<file path="config.mk">
export PLATFORM = sky130hd
export DESIGN_NAME = periodic_interval_timer_unit
export DESIGN_NICKNAME = d
export VERILOG_FILES = /design/src/design/pit_pkg.sv /design/src/design/pit_in_stage.sv /design/src/design/pit_core.sv /design/src/design/periodic_interval_timer_unit.sv
export SDC_FILE = /design/constraint.sdc
export NUM_CORES = 1
export LEC_CHECK = 0
export BUFFER_PORTS_ARGS = -buffer_cell sky130_fd_sc_hd__buf_2
export CORE_AREA = 2 2 176 178
export DETAILED_ROUTE_END_ITERATION = 12
export DIE_AREA = 0 0 178 180
export PLACE_DENSITY = 0.37
export SYNTH_ARGS = -nofsm -noshare
export SYNTH_HDL_FRONTEND = slang
export SYNTH_SLANG_ARGS = --single-unit
</file>
<file path="constraint.sdc">
create_clock -name clk -period 9.13 [get_ports clk]
set_input_delay 1.826 -clock clk [delete_from_list [all_inputs] [get_ports clk]]
set_output_delay 1.826 -clock clk [all_outputs]
set_load 0.005 [all_outputs]
</file>
<file path="src/design/pit_pkg.sv">
`timescale 1ns / 1ps
// ----------------------------------------------------------------------------
// pit_pkg: shared types and constants of the periodic interval timer
// Request codes, register offsets, mode bit positions and the request item.
// ----------------------------------------------------------------------------
package pit_pkg;

    // Request kinds carried in the low bits of the input word.
    typedef enum logic [1:0] {
        REQ_TICK  = 2'd0,
        REQ_READ  = 2'd1,
        REQ_WRITE = 2'd2
    } req_t;

    // Register word offsets.
    localparam logic [1:0] REG_MODE   = 2'd0;
    localparam logic [1:0] REG_STATUS = 2'd1;
    localparam logic [1:0] REG_VALUE  = 2'd2;
    localparam logic [1:0] REG_IMAGE  = 2'd3;

    // Mode register bit positions.
    localparam int MODE_EN_BIT  = 24;
    localparam int MODE_IEN_BIT = 25;

    // Prescaler ratio after reset.
    localparam int          DIV_BITS      = 16;
    localparam logic [15:0] DIVIDER_RESET = 16'd16;

    // One request as it travels between the input stage and the core.
    typedef struct packed {
        logic [31:0] write_data;
        logic [1:0]  reg_index;
        logic [1:0]  req_type;
    } item_t;

endpackage

</file>
<file path="src/design/pit_in_stage.sv">
`timescale 1ns / 1ps
// ----------------------------------------------------------------------------
// pit_in_stage: input register of the periodic interval timer
// Captures one request per cycle while the core keeps taking them, and holds it until the core takes it.
// ----------------------------------------------------------------------------
module pit_in_stage
    import pit_pkg::*;
(
    input  logic  clk,
    input  logic  rst_n,
    input  logic  in_valid,
    output logic  in_ready,
    input  item_t in_item,
    output logic  out_valid,
    input  logic  out_ready,
    output item_t out_item
);

    logic  valid_reg;
    logic  valid_next;
    item_t item_reg;

    // The stage takes a new request when empty or when its content moves on.
    assign in_ready   = !valid_reg || out_ready;
    assign valid_next = in_ready ? in_valid : valid_reg;

    // Valid flag.
    always_ff @(posedge clk or negedge rst_n)
    begin
        if (!rst_n)
        begin
            valid_reg <= 1'b0;
        end
        else
        begin
            valid_reg <= valid_next;
        end
    end

    // Payload register, loaded on each accepted request.
    always_ff @(posedge clk)
    begin
        if (in_valid && in_ready)
        begin
            item_reg <= in_item;
        end
    end

    assign out_valid = valid_reg;
    assign out_item  = item_reg;

endmodule

</file>
<file path="src/design/pit_core.sv">
`timescale 1ns / 1ps
// ----------------------------------------------------------------------------
// pit_core: timer state, register file and result register
// Applies one request per cycle, while the result register is free or being taken, to
// the prescaler, interval value and registers, and registers the read data and interrupt level.
// ----------------------------------------------------------------------------
module pit_core
    import pit_pkg::*;
#(
    parameter int VALUE_BITS = 20,
    parameter int COUNT_BITS = 12
)
(
    input  logic                clk,
    input  logic                rst_n,
    input  logic                cfg_we,
    input  logic [DIV_BITS-1:0] cfg_wdata,
    input  logic                in_valid,
    output logic                in_ready,
    input  item_t               in_item,
    output logic                out_valid,
    input  logic                out_ready,
    output logic [31:0]         out_read_data,
    output logic                out_irq
);

    localparam int IMG_BITS = VALUE_BITS + COUNT_BITS;

    // State registers.
    logic [DIV_BITS-1:0]   divider_reg;
    logic [DIV_BITS-1:0]   pcount_reg,  pcount_next;
    logic [VALUE_BITS-1:0] value_reg,   value_next;
    logic [COUNT_BITS-1:0] ovf_reg,     ovf_next;
    logic                  flag_reg,    flag_next;
    logic [VALUE_BITS-1:0] limit_reg,   limit_next;
    logic                  en_reg,      en_next;
    logic                  ien_reg,     ien_next;

    // Result register.
    logic                  rvalid_reg,  rvalid_next;
    logic [31:0]           rdata_reg,   rdata_next;
    logic                  irq_reg,     irq_next;

    logic                  fire;
    req_t                  req;
    logic [DIV_BITS:0]     acc;
    logic [VALUE_BITS:0]   value_inc;
    logic [IMG_BITS+31:0]  image_wide;
    logic [VALUE_BITS+31:0] limit_wide;
    logic [31:0]           mode_word;

    assign in_ready = !rvalid_reg || out_ready;
    assign fire     = in_valid && in_ready;
    assign req      = req_t'(in_item.req_type);

    // Register read words.
    assign image_wide = {32'd0, ovf_reg, value_reg};
    assign limit_wide = {32'd0, limit_reg};
    always_comb
    begin
        mode_word               = limit_wide[31:0];
        mode_word[MODE_EN_BIT]  = mode_word[MODE_EN_BIT] | en_reg;
        mode_word[MODE_IEN_BIT] = mode_word[MODE_IEN_BIT] | ien_reg;
    end

    assign acc       = {1'b0, pcount_reg} + {{DIV_BITS{1'b0}}, 1'b1};
    assign value_inc = {1'b0, value_reg} + {{VALUE_BITS{1'b0}}, 1'b1};

    // Next state for the current request.
    always_comb
    begin
        pcount_next = pcount_reg;
        value_next  = value_reg;
        ovf_next    = ovf_reg;
        flag_next   = flag_reg;
        limit_next  = limit_reg;
        en_next     = en_reg;
        ien_next    = ien_reg;
        rdata_next  = 32'd0;

        case (req)
            REQ_TICK:
            begin
                if (divider_reg != '0)
                begin
                    if (acc >= {1'b0, divider_reg})
                    begin
                        // One timer count: advance or wrap the interval value.
                        pcount_next = '0;
                        if (value_inc > {1'b0, limit_reg})
                        begin
                            value_next = '0;
                            ovf_next   = ovf_reg + {{(COUNT_BITS-1){1'b0}}, 1'b1};
                            flag_next  = 1'b1;
                        end
                        else
                        begin
                            value_next = value_inc[VALUE_BITS-1:0];
                        end
                    end
                    else
                    begin
                        pcount_next = acc[DIV_BITS-1:0];
                    end
                end
            end
            REQ_READ:
            begin
                case (in_item.reg_index)
                    REG_MODE:   rdata_next = mode_word;
                    REG_STATUS: rdata_next = {31'd0, flag_reg};
                    REG_VALUE:
                    begin
                        // Reading the value clears the count and the flag.
                        rdata_next = image_wide[31:0];
                        ovf_next   = '0;
                        flag_next  = 1'b0;
                    end
                    default:    rdata_next = image_wide[31:0];
                endcase
            end
            REQ_WRITE:
            begin
                if (in_item.reg_index == REG_MODE)
                begin
                    limit_next = in_item.write_data[VALUE_BITS-1:0];
                    en_next    = in_item.write_data[MODE_EN_BIT];
                    ien_next   = in_item.write_data[MODE_IEN_BIT];
                end
            end
            default:
            begin
                rdata_next = 32'd0;
            end
        endcase

        irq_next = flag_next & ien_next;
    end

    assign rvalid_next = fire ? 1'b1 : (out_ready ? 1'b0 : rvalid_reg);

    // Control and timer state.
    always_ff @(posedge clk or negedge rst_n)
    begin
        if (!rst_n)
        begin
            divider_reg <= DIVIDER_RESET;
            pcount_reg  <= '0;
            value_reg   <= '0;
            ovf_reg     <= '0;
            flag_reg    <= 1'b0;
            limit_reg   <= '0;
            en_reg      <= 1'b0;
            ien_reg     <= 1'b0;
            rvalid_reg  <= 1'b0;
        end
        else
        begin
            rvalid_reg <= rvalid_next;
            if (cfg_we)
            begin
                divider_reg <= cfg_wdata;
            end
            if (fire)
            begin
                pcount_reg <= pcount_next;
                value_reg  <= value_next;
                ovf_reg    <= ovf_next;
                flag_reg   <= flag_next;
                limit_reg  <= limit_next;
                en_reg     <= en_next;
                ien_reg    <= ien_next;
            end
        end
    end

    // Result payload.
    always_ff @(posedge clk)
    begin
        if (fire)
        begin
            rdata_reg <= rdata_next;
            irq_reg   <= irq_next;
        end
    end

    assign out_valid     = rvalid_reg;
    assign out_read_data = rdata_reg;
    assign out_irq       = irq_reg;

endmodule

</file>
<file path="src/design/periodic_interval_timer_unit.sv">
// Path: a request is held in the input register, and its result in the result register.
// Throughput: one request per cycle; the input register and the result
// register form a two-stage pipeline with backpressure from m_axis_tready.
// Reset: rst_n clears all timer state and the mode fields, empties both
// stages, and loads the prescaler ratio with 16.
`timescale 1ns / 1ps
// ----------------------------------------------------------------------------
// periodic_interval_timer_unit: periodic interval timer, top level
// Stream front end for tick, register read and register write requests,
// with a write-only prescaler ratio register.
// ----------------------------------------------------------------------------
module periodic_interval_timer_unit
    import pit_pkg::*;
#(
    parameter int VALUE_BITS = 20,
    parameter int COUNT_BITS = 12
)
(
    input  logic                clk,
    input  logic                rst_n,
    // Prescaler ratio register.
    input  logic                cfg_we,
    input  logic [DIV_BITS-1:0] cfg_wdata,
    // Requests.
    input  logic                s_axis_tvalid,
    output logic                s_axis_tready,
    input  logic [31:0]         s_axis_tdata,  // write_data[31:0]
    input  logic [3:0]          s_axis_tuser,  // req_type[1:0], reg_index[3:2]
    // Results.
    output logic                m_axis_tvalid,
    input  logic                m_axis_tready,
    output logic [39:0]         m_axis_tdata   // read_data[31:0], irq[32],
                                               // zero fill
);

    item_t       in_item;
    item_t       core_item;
    logic        core_valid;
    logic        core_ready;
    logic [31:0] read_data;
    logic        irq;

    // Unpack the request kind, register offset and data word.
    assign in_item.req_type   = s_axis_tuser[1:0];
    assign in_item.reg_index  = s_axis_tuser[3:2];
    assign in_item.write_data = s_axis_tdata;

    pit_in_stage u_in_stage (
        .clk       (clk),
        .rst_n     (rst_n),
        .in_valid  (s_axis_tvalid),
        .in_ready  (s_axis_tready),
        .in_item   (in_item),
        .out_valid (core_valid),
        .out_ready (core_ready),
        .out_item  (core_item)
    );

    pit_core #(
        .VALUE_BITS (VALUE_BITS),
        .COUNT_BITS (COUNT_BITS)
    ) u_core (
        .clk           (clk),
        .rst_n         (rst_n),
        .cfg_we        (cfg_we),
        .cfg_wdata     (cfg_wdata),
        .in_valid      (core_valid),
        .in_ready      (core_ready),
        .in_item       (core_item),
        .out_valid     (m_axis_tvalid),
        .out_ready     (m_axis_tready),
        .out_read_data (read_data),
        .out_irq       (irq)
    );

    // Pack the result word.
    assign m_axis_tdata = {7'd0, irq, read_data};

endmodule

</file>
### After elaboration in Yosys (flattened, before gate mapping)

Cells that the tools add are included.
W data, S select, Z words.

* logic and storage cells: 61
* register bits: 152
* output and inout port bits: 42
* input bits: 57

* eq/ne operators: 8
* multiplexer cells: 17
* bitwise logic cells: 1
* $lt $le $gt $ge: 2
* add/sub/neg operators: 3
* reduce and logical (&&, ||, !) cells: 15

Operators by type and width (count)
* $pmux W32 S2: 1
* $mux W12: 4
* $pmux W12 S2: 1
* $add A20 B1 Y21 const B: 1
* $gt A21 B20 Y1: 1
* $mux W20: 1
* $add A16 B1 Y17 const B: 1
* $ge A17 B16 Y1: 1
* $mux W16: 1
* $reduce_bool A16 Y1: 1
* $add A12 B1 Y12 const B: 1
* $mux W1: 8
* $ne A2 B1 Y1 const B: 3
* $reduce_and A3 Y1: 2
* $reduce_and A6 Y1: 1
* $eq A2 B1 Y1 const B: 2
* $eq A2 B2 Y1 const B: 2
* $logic_not A2 Y1: 2
* $reduce_and A4 Y1: 1
* $reduce_bool A2 Y1: 2
* $logic_and A1 B1 Y1: 2
* $logic_not A1 Y1: 2
* $logic_or A1 B1 Y1: 2
* $ne A2 B2 Y1 const B: 1
* 2 further kinds: 2

### Logic depth before layout (Yosys ltp)

Gate-level depths: netlist (run 1).

* depth after elaboration: 7
* depth in mapped cells: 19
* depth with buffers taken out: 16

### Modules after synthesis

From an unflattened synthesis (run 1), not the netlist that was laid out.

* cell total of the unflattened synthesis: 690
* area total of the unflattened synthesis: 7795.0 um^2

By module, submodules not included
* pit_core: cells each 641, instances 1, sequential area each 3194.3 um^2, area each 6596.3 um^2
* pit_in_stage: cells each 40, instances 1, sequential area each 1106.1 um^2, area each 1134.8 um^2
* periodic_interval_timer_unit: cells each 9, instances 1, sequential area each 0.0 um^2, area each 63.8 um^2

### Worst setup path before layout (run 1)

No wires, ideal clock.

* path kind: register to register
* start: register u_core.value_reg[2]
* end: register u_core.ovf_reg[4]
* arrival time: 3900 ps
* setup slack: 5153 ps
* period minus slack after synthesis: 3977 ps
* data required time: 9052 ps
* cell stages (with the launch flop): 19
* buffers on the path: 2
* setup time: 78 ps
* path through: dfrtp_1 buf_2 and3_1 nand3_1 nor3b_1 and2_1 nand4_1 nor2_1 xor2_1 ha_1 nand3_1 o221ai_1 a211oi_1 a211oi_2 a41o_1 buf_6 a31oi_1 or4_1 a21oi_1

* word-level cells in the longest chain between the ends: 4

Ends and longest elaborated chain
* start: declaration: RTL line pit_core.sv:32 `logic [VALUE_BITS-1:0] value_reg, value_next;`
* start signal: assignment: RTL line pit_core.sv:167 `value_reg <= value_next;`
* $add A20 B1 Y21: RTL line pit_core.sv:67 `assign value_inc = {1'b0, value_reg} + {{VALUE_BITS{1'b0}}, 1'b1};`
* $gt A21 B20 Y1: RTL line pit_core.sv:90 `if (value_inc > {1'b0, limit_reg})`
* $ne A2 B1 Y1 (no source line)
* $reduce_and A6 Y1 (no source line)
* end signal: assignment: RTL line pit_core.sv:168 `ovf_reg <= ovf_next;`
* end: declaration: RTL line pit_core.sv:33 `logic [COUNT_BITS-1:0] ovf_reg, ovf_next;`

No other way between the ends.
A chain may end at the register's enable or synchronous reset.

### Worst setup path after layout (run 1)

* start: register u_core.value_reg[2]
* end: register u_core.value_reg[19]

* word-level cells in the longest chain between the ends: 3

Ends and longest elaborated chain (RTL line)
* $add A20 B1 Y21 *: pit_core.sv:67
* $gt A21 B20 Y1: pit_core.sv:90
* $mux W20 *: pit_core.sv:90

Mark *: on every way between the ends. The rest lies on a longest branch, timed or not.

==> flow_metrics.env, run 1 <==
export IMPL_cp_cell_sequence="and3_1, nand3_1, nor3b_1, and2_1, nand4_1, nor2_1, xor2_1, ha_1, nand3_1, o221ai_1, a211oi_1, a211oi_2, a41o_1, nor2_1, a22o_1"
export IMPL_die_w_um=178
export IMPL_worstSetupStartpointType="flop"
export IMPL_multi_input_area_um2=3130
export IMPL_routedWlPerCell_um=16.1
export IMPL_die_y_um=180
export IMPL_post_cts_resized=0
export IMPL_cts_htree_levels=4
export IMPL_whs_ns=0.479
export IMPL_drive_above_1_share_pct=20.4
export IMPL_path_buf_inv=0
export IMPL_finalWirelength_um=18600
export IMPL_timing_final_crit_share_pct=56.2
export IMPL_clock_skew_ns=0.0106
export IMPL_clock_sinks=148
export IMPL_syn_inst=673
export IMPL_final_hold_violation_count=0
export IMPL_clk_pin_slew_ns=0.06
export IMPL_fillerInstances=3092
export IMPL_crit_path_end_kind="flop"
export IMPL_largest_reg_flops=32
export IMPL_cts_tree="built"
export IMPL_die_area_um2=32000
export IMPL_rr_worst_depth=15
export IMPL_syn_avg_cell_area_um2=11.1
export IMPL_port_buffers=81
export IMPL_crit_family="simple AND/OR/NAND/NOR gates"
export IMPL_seqCellArea_um2=4000
export IMPL_cp_slowest_cell="nor2_1"
export IMPL_final_cell_mix="88 x dfrtp_1, 80 x buf_2, 62 x nand2_1, 59 x edfxtp_1, 43 x inv_1"
export IMPL_drv_slew=0
export IMPL_vias=5244
export IMPL_clk_latency_ns=0.43
export IMPL_cts_buffers=17
export IMPL_internal_power_w=0.00133
export IMPL_status="finished clean"
export IMPL_first_pass_iters=4
export IMPL_yosysUniqueCellTypes=59
export IMPL_root_buffer="clkbuf_16"
export IMPL_worst_slew_pin_slew_ns=1.14
export IMPL_setup_violations=0
export IMPL_post_place_cells=1123
export IMPL_hpwl_um=12700
export IMPL_arrival_ns=5.50
export IMPL_syn2layout_area_growth_pct=19.3
export IMPL_antenna_found_initial=0
export IMPL_p_clk_share_pct=43.2
export IMPL_async_flop_share_pct=60.1
export IMPL_r2r_end="u_core.value_reg[19]$_DFFE_PN0P_"
export IMPL_cap_viol_max_count=0
export IMPL_critPathKind="reg -> reg"
export IMPL_cts_buffer_depth=2
export IMPL_worstReg2RegStart="u_core.value_reg[2]$_DFFE_PN0P_"
export IMPL_vdd_drop_max_uv=123
export IMPL_hold_depth=1
export IMPL_drc=0
export IMPL_start_util_pct=24.7
export IMPL_syn_area_um2=7450
export IMPL_max_freq_mhz=195
export IMPL_required_ns=9.50
export IMPL_ant_nets=0
export IMPL_swShare_pct=25.6
export IMPL_grt_max_degree=71
export IMPL_vias_per_cell=4.54
export IMPL_grt_pass1_wl_um=30000
export IMPL_seq_area_frac_synth_pct=53.7
export IMPL_rsz0062_at_grt="false"
export IMPL_globalplace_congestion=0.786
export IMPL_hold_path_class="reg -> reg"
export IMPL_power_density_nw_per_um2=202
export IMPL_critPathMaxStageDelay_ns=0.84
export IMPL_cts_setup_buffers=0
export IMPL_combPwrFrac_pct=11.6
export IMPL_n_antenna_cell=0
export IMPL_worstPathMaxFanout=10
export IMPL_max_slew_margin_pct=24.0
export IMPL_drt_iter0_markers=226
export IMPL_power_share_sequential_pct=45.2
export IMPL_tns_ns=0
export IMPL_synth_edf_count=59
export IMPL_min_from="u_in_stage.out_item[11]$_DFFE_PP_"
export IMPL_rows=64
export IMPL_layout_commonest_cell="dfrtp_1"
export IMPL_min_period_ns=5.13
export IMPL_fin_cells=1156
export IMPL_power_switching_w=0.000459
export IMPL_grt_pass1_vias=5504
export IMPL_core_area_um2=30200
export IMPL_synth_flop_cell="dfrtp_1"
export IMPL_grt_usage_pct=12.1
export IMPL_overflow=0
export IMPL_p_leak_nw=3.88
export IMPL_r2r_slack_ns=4.00
export IMPL_worstHoldEndpoint="u_core.limit_reg[7]$_DFFE_PN0P_"
export IMPL_pin_count=99
export IMPL_cts_hold_buf=0
export IMPL_final_nets=843
export IMPL_yosys_warnings=0
export IMPL_synth_seq_cells=148
final cells by class:
| cell class | count | area share (%) |
|---|---|---|
| flip-flops and latches | 148 | 45.0 |
| clock inverters | 13 | 2.23 |
| inverters | 43 | 1.82 |
| clock buffers | 19 | 5.10 |
| repair buffers | 87 | 5.07 |
| well taps | 396 | 5.58 |
| multi-input cells | 450 | 35.2 |
per-layer routing:
layer / track usage [%] / vias to the layer above / wire, um / part of all wire, %
met5: 0 / - / 0 / 0
met4: 3.74 / 0 / 269 / 1.4
met3: 2.77 / 23 / 587 / 3.2
met2: 19.5 / 84 / 8690 / 47
met1: 16.1 / 2572 / 9080 / 49
li1: - / 2565 / - / -
cell usage after synthesis, types with 2 or more instances:
library cell / number / area (um2)
a21o_1: 2 / 15.0
and3_1: 13 / 81.3
nand2b_1: 8 / 50.1
buf_1: 3 / 11.3
a41o_1: 2 / 20.0
a2111oi_0: 2 / 17.5
mux2i_1: 2 / 20.0
edfxtp_1: 59 / 1770
nand4_1: 9 / 56.3
a22o_1: 34 / 298
mux2_2: 23 / 259
a31oi_1: 2 / 12.5
o2bb2ai_1: 3 / 26.3
nor3_1: 8 / 40.0
o21ai_1: 5 / 25.0
xor2_1: 13 / 114
and2_1: 20 / 125
nand3_1: 33 / 165
buf_4: 8 / 60.1
buf_2: 4 / 20.0
ha_1: 39 / 488
dfrtp_1: 88 / 2200
o21ai_0: 39 / 195
nor2_4: 2 / 22.5
buf_6: 2 / 22.5
inv_1: 43 / 161
xnor2_1: 21 / 184
a211oi_1: 3 / 22.5
o211ai_1: 2 / 15.0
a21oi_1: 21 / 105
nor3b_1: 3 / 22.5
nand3b_1: 2 / 15.0
o31ai_1: 8 / 60.1
clkbuf_1: 21 / 78.8
and4_1: 3 / 26.3
o41ai_1: 2 / 17.5
nor4_1: 7 / 43.8
nor2_1: 30 / 113
nand2_1: 62 / 233
a31o_2: 3 / 26.3
power by group through the flow:
stage / clock network (W) / logic (W) / registers [W]
6_report: 0.000774 / 0.000207 / 0.000810
5_1_grt: 0.000826 / 0.000241 / 0.000820
4_1_cts: 0.000801 / 0.000213 / 0.000812
3_5_place_dp: 0 / 0.000210 / 0.000824
3_3_place_gp: 0 / 0.000207 / 0.000822
2_1_floorplan: 0 / 0.000141 / 0.000809
cell families (layout without fill, tap and decap cells):
group | Yosys count | count (layout) | synth area share (%)
AOI/OAI and AO/OA | 138 | 138 | 12.9
xor gates and xnor gates | 34 | 34 | 4.00
adders and majority gates | 39 | 39 | 6.55
buffers and inverters | 81 | 162 | 4.76
DFF | 148 | 148 | 53.7
muxes | 25 | 25 | 3.75
other | 1 | 7 | 0.0504
and+or+nand+nor | 207 | 207 | 14.2
worst max-delay path by stage:
stage	cells after the start	slack [ns]	endpoint	start
final	15	4.00	u_core.value_reg[19]$_DFFE_PN0P_	u_core.value_reg[2]$_DFFE_PN0P_
after CTS	15	3.90	u_core.value_reg[8]$_DFFE_PN0P_	u_core.value_reg[2]$_DFFE_PN0P_
after global placement	15	4.05	u_core.value_reg[16]$_DFFE_PN0P_	u_core.value_reg[2]$_DFFE_PN0P_
after global routing	15	3.38	u_core.value_reg[10]$_DFFE_PN0P_	u_core.value_reg[2]$_DFFE_PN0P_
after detailed placement	15	3.93	u_core.value_reg[16]$_DFFE_PN0P_	u_core.value_reg[2]$_DFFE_PN0P_
after floorplan	18	5.15	u_core.ovf_reg[4]$_DFFE_PN0P_	u_core.value_reg[2]$_DFFE_PN0P_
stage by stage:
stage	power, W	utilization, %	worst slack (ns)	area (um2)
4_1_cts	0.00183	29.4	3.90	8880
5_1_grt	0.00189	29.4	3.38	8880
3_3_place_gp	0.00103	27.3	4.05	8230
3_5_place_dp	0.00103	27.3	3.93	8230
6_report	0.00179	29.4	4.00	8880
2_1_floorplan	0.000950	-	5.15	7470
(Power assumes the default switching activity.)
==> run 2: changes to the inputs <==
--- a/config.mk
+++ b/config.mk
@@ -9,7 +9,7 @@
 export CORE_AREA = 2 2 176 178
 export DETAILED_ROUTE_END_ITERATION = 12
 export DIE_AREA = 0 0 178 180
-export PLACE_DENSITY = 0.37
+export PLACE_DENSITY = 0.38
 export SYNTH_ARGS = -nofsm -noshare
 export SYNTH_HDL_FRONTEND = slang
 export SYNTH_SLANG_ARGS = --single-unit
==> constraint.sdc (replaced) <==
create_clock -name clk -period 4.7 [get_ports clk]
set_input_delay 0.94 -clock clk [delete_from_list [all_inputs] [get_ports clk]]
set_output_delay 0.94 -clock clk [all_outputs]
set_load 0.005 [all_outputs]
==> run 2 against run 1 <==
Clock power grew 91%. Non-clock buffer count increased by 9. Via count is 0.40% higher. Die area did not move. Core utilization is 0.24 points higher. Highest routed layer unchanged.
==> flow_metrics.env, run 2 (same netlist as run 1, synthesis figures left out) <==
export IMPL_status="finished clean"
export IMPL_power_density_nw_per_um2=386
export IMPL_overflow=0
export IMPL_final_cell_mix="88 x dfrtp_1, 80 x buf_2, 62 x nand2_1, 59 x edfxtp_1, 43 x inv_1"
export IMPL_clk_pin_slew_ns=0.07
export IMPL_die_w_um=178
export IMPL_port_buffers=81
export IMPL_cp_cell_sequence="and3_1, and3_1, and3_1, and3_1, and2_1, nand4_1, xnor2_1, ha_1, nand3_1, nor4_1, o21ai_0, o211ai_1, or2_2, a31oi_1, or4_1, a21oi_1"
export IMPL_grt_max_degree=71
export IMPL_final_nets=852
export IMPL_max_slew_margin_pct=19.8
export IMPL_worstSetupStartpointType="flop"
export IMPL_pin_count=99
export IMPL_min_from="u_in_stage.out_item[11]$_DFFE_PP_"
export IMPL_finalWirelength_um=18200
export IMPL_grt_usage_pct=11.7
export IMPL_clk_latency_ns=0.43
export IMPL_max_freq_mhz=235
export IMPL_rsz0062_at_grt="false"
export IMPL_largest_reg_flops=32
export IMPL_tns_ns=0
export IMPL_required_ns=5.05
export IMPL_rows=64
export IMPL_cts_htree_levels=4
export IMPL_hold_depth=1
export IMPL_vdd_drop_max_uv=237
export IMPL_clock_sinks=148
export IMPL_path_buf_inv=0
export IMPL_final_hold_violation_count=0
export IMPL_cts_tree="built"
export IMPL_critPathMaxStageDelay_ns=0.52
export IMPL_routedWlPerCell_um=15.6
export IMPL_vias_per_cell=4.52
export IMPL_worstReg2RegStart="u_core.pcount_reg[2]$_DFFE_PN0P_"
export IMPL_n_antenna_cell=0
export IMPL_layout_commonest_cell="dfrtp_1"
export IMPL_timing_final_crit_share_pct=90.6
export IMPL_cts_buffer_depth=2
export IMPL_r2r_end="u_core.ovf_reg[4]$_DFFE_PN0P_"
export IMPL_worstHoldEndpoint="u_core.limit_reg[7]$_DFFE_PN0P_"
export IMPL_p_leak_nw=3.91
export IMPL_critPathKind="reg -> reg"
export IMPL_ant_nets=0
export IMPL_crit_path_end_kind="flop"
export IMPL_cts_buffers=17
export IMPL_crit_family="simple AND/OR/NAND/NOR gates"
export IMPL_setup_violations=0
export IMPL_cap_viol_max_count=0
export IMPL_drc=0
export IMPL_die_y_um=180
export IMPL_root_buffer="clkbuf_16"
export IMPL_drv_slew=0
export IMPL_min_period_ns=4.26
export IMPL_vias=5265
export IMPL_drt_iter0_markers=229
export IMPL_whs_ns=0.478
export IMPL_r2r_slack_ns=0.44
export IMPL_core_area_um2=30200
export IMPL_worst_slew_pin_slew_ns=1.20
export IMPL_grt_pass1_vias=5339
export IMPL_grt_pass1_wl_um=29200
export IMPL_first_pass_iters=5
export IMPL_antenna_found_initial=0
export IMPL_syn2layout_area_growth_pct=20.3
export IMPL_globalplace_congestion=0.779
export IMPL_rr_worst_depth=16
export IMPL_hpwl_um=12600
export IMPL_arrival_ns=4.61
export IMPL_drive_above_1_share_pct=21.6
export IMPL_start_util_pct=24.7
export IMPL_hold_path_class="reg -> reg"
export IMPL_clock_skew_ns=0.00845
export IMPL_cp_slowest_cell="or4_1"
export IMPL_crit_top_cell="and3_1"
export IMPL_die_area_um2=32000
export IMPL_worstPathMaxFanout=14
## run 2: cell count changes in the layout (fill, tap and decap cells not counted), sizes merged
| cell | previous run | this run |
|---|---|---|
| inv | 45 | 46 |
| clkinv | 4 | 1 |
| buf | 86 | 96 |
| clkbuf | 20 | 18 |
| clkinvlp | 3 | 6 |
## run 2: worst max path at each step
| stage | start | endpoint | slack, ns | cells past startpoint |
|---|---|---|---|---|
| after floorplan | u_core.value_reg[2]$_DFFE_PN0P_ | u_core.ovf_reg[4]$_DFFE_PN0P_ | 0.72 | 18 |
| after CTS | u_core.value_reg[3]$_DFFE_PN0P_ | u_core.value_reg[19]$_DFFE_PN0P_ | 0.21 | 15 |
| after global routing | u_core.value_reg[3]$_DFFE_PN0P_ | u_core.value_reg[19]$_DFFE_PN0P_ | 0.03 | 16 |
| final | u_core.pcount_reg[2]$_DFFE_PN0P_ | u_core.ovf_reg[4]$_DFFE_PN0P_ | 0.44 | 16 |
| after detailed placement | u_core.value_reg[3]$_DFFE_PN0P_ | u_core.value_reg[19]$_DFFE_PN0P_ | 0.25 | 15 |
| after global placement | u_core.value_reg[3]$_DFFE_PN0P_ | u_core.value_reg[19]$_DFFE_PN0P_ | 0.25 | 15 |
## run 2: metal layers
layer  routed length, um  GRT usage, %
met5                   0             0
met4                 216          3.90
met3                 836          2.45
met2                8390          18.3
met1                8770          16.1
## run 2: repair_timing
item                                    CTS  global route
endpoints found under the setup margin    0            16
gates resized for setup                   0             3
buffers inserted                          0             2
endpoints found under the hold margin     0             0
hold buffers                              0             0
## run 2: worst register-to-register path, delay by kind of cell, from the launching register on
kind	cells	cell delay [ns]
flip-flops	1	0.43
XOR/XNOR	1	0.17
AO/OA/AOI/OAI	4	0.75
AND/OR/NAND/NOR	10	2.53
adder cells (fa/ha/maj)	1	0.30
## run 2: metrics by stage
stage | utilization (%) | instances | cell area, um2 | worst slack [ns] | total power (W)
after global placement | 27.5 | 1131 | 8290 | 0.245 | 0.00200
final | 29.7 | 1165 | 8960 | 0.444 | 0.00346
after global routing | 29.7 | 1165 | 8960 | 0.0303 | 0.00365
after detailed placement | 27.5 | 1131 | 8290 | 0.246 | 0.00201
after CTS | 29.6 | 1163 | 8930 | 0.212 | 0.00353
after floorplan | - | 679 | 7470 | 0.723 | 0.00185
## run 2: power by group
group | internal (W) | switching (W) | total, W
logic | 0.000182 | 0.000222 | 0.000404
registers | 0.00148 | 0.0000921 | 0.00157
clock network | 0.000908 | 0.000574 | 0.00148
## run 2: area by class of cell
cell class / count / area (um2)
Timing Repair Buffer: 96 / 520
Tap cell: 396 / 495
Multi-Input combinational cell: 450 / 3140
Inverter: 43 / 161
Sequential cell: 148 / 4000
Clock buffer: 18 / 439
Fill cell: 3131 / 21200
Clock inverter: 14 / 200
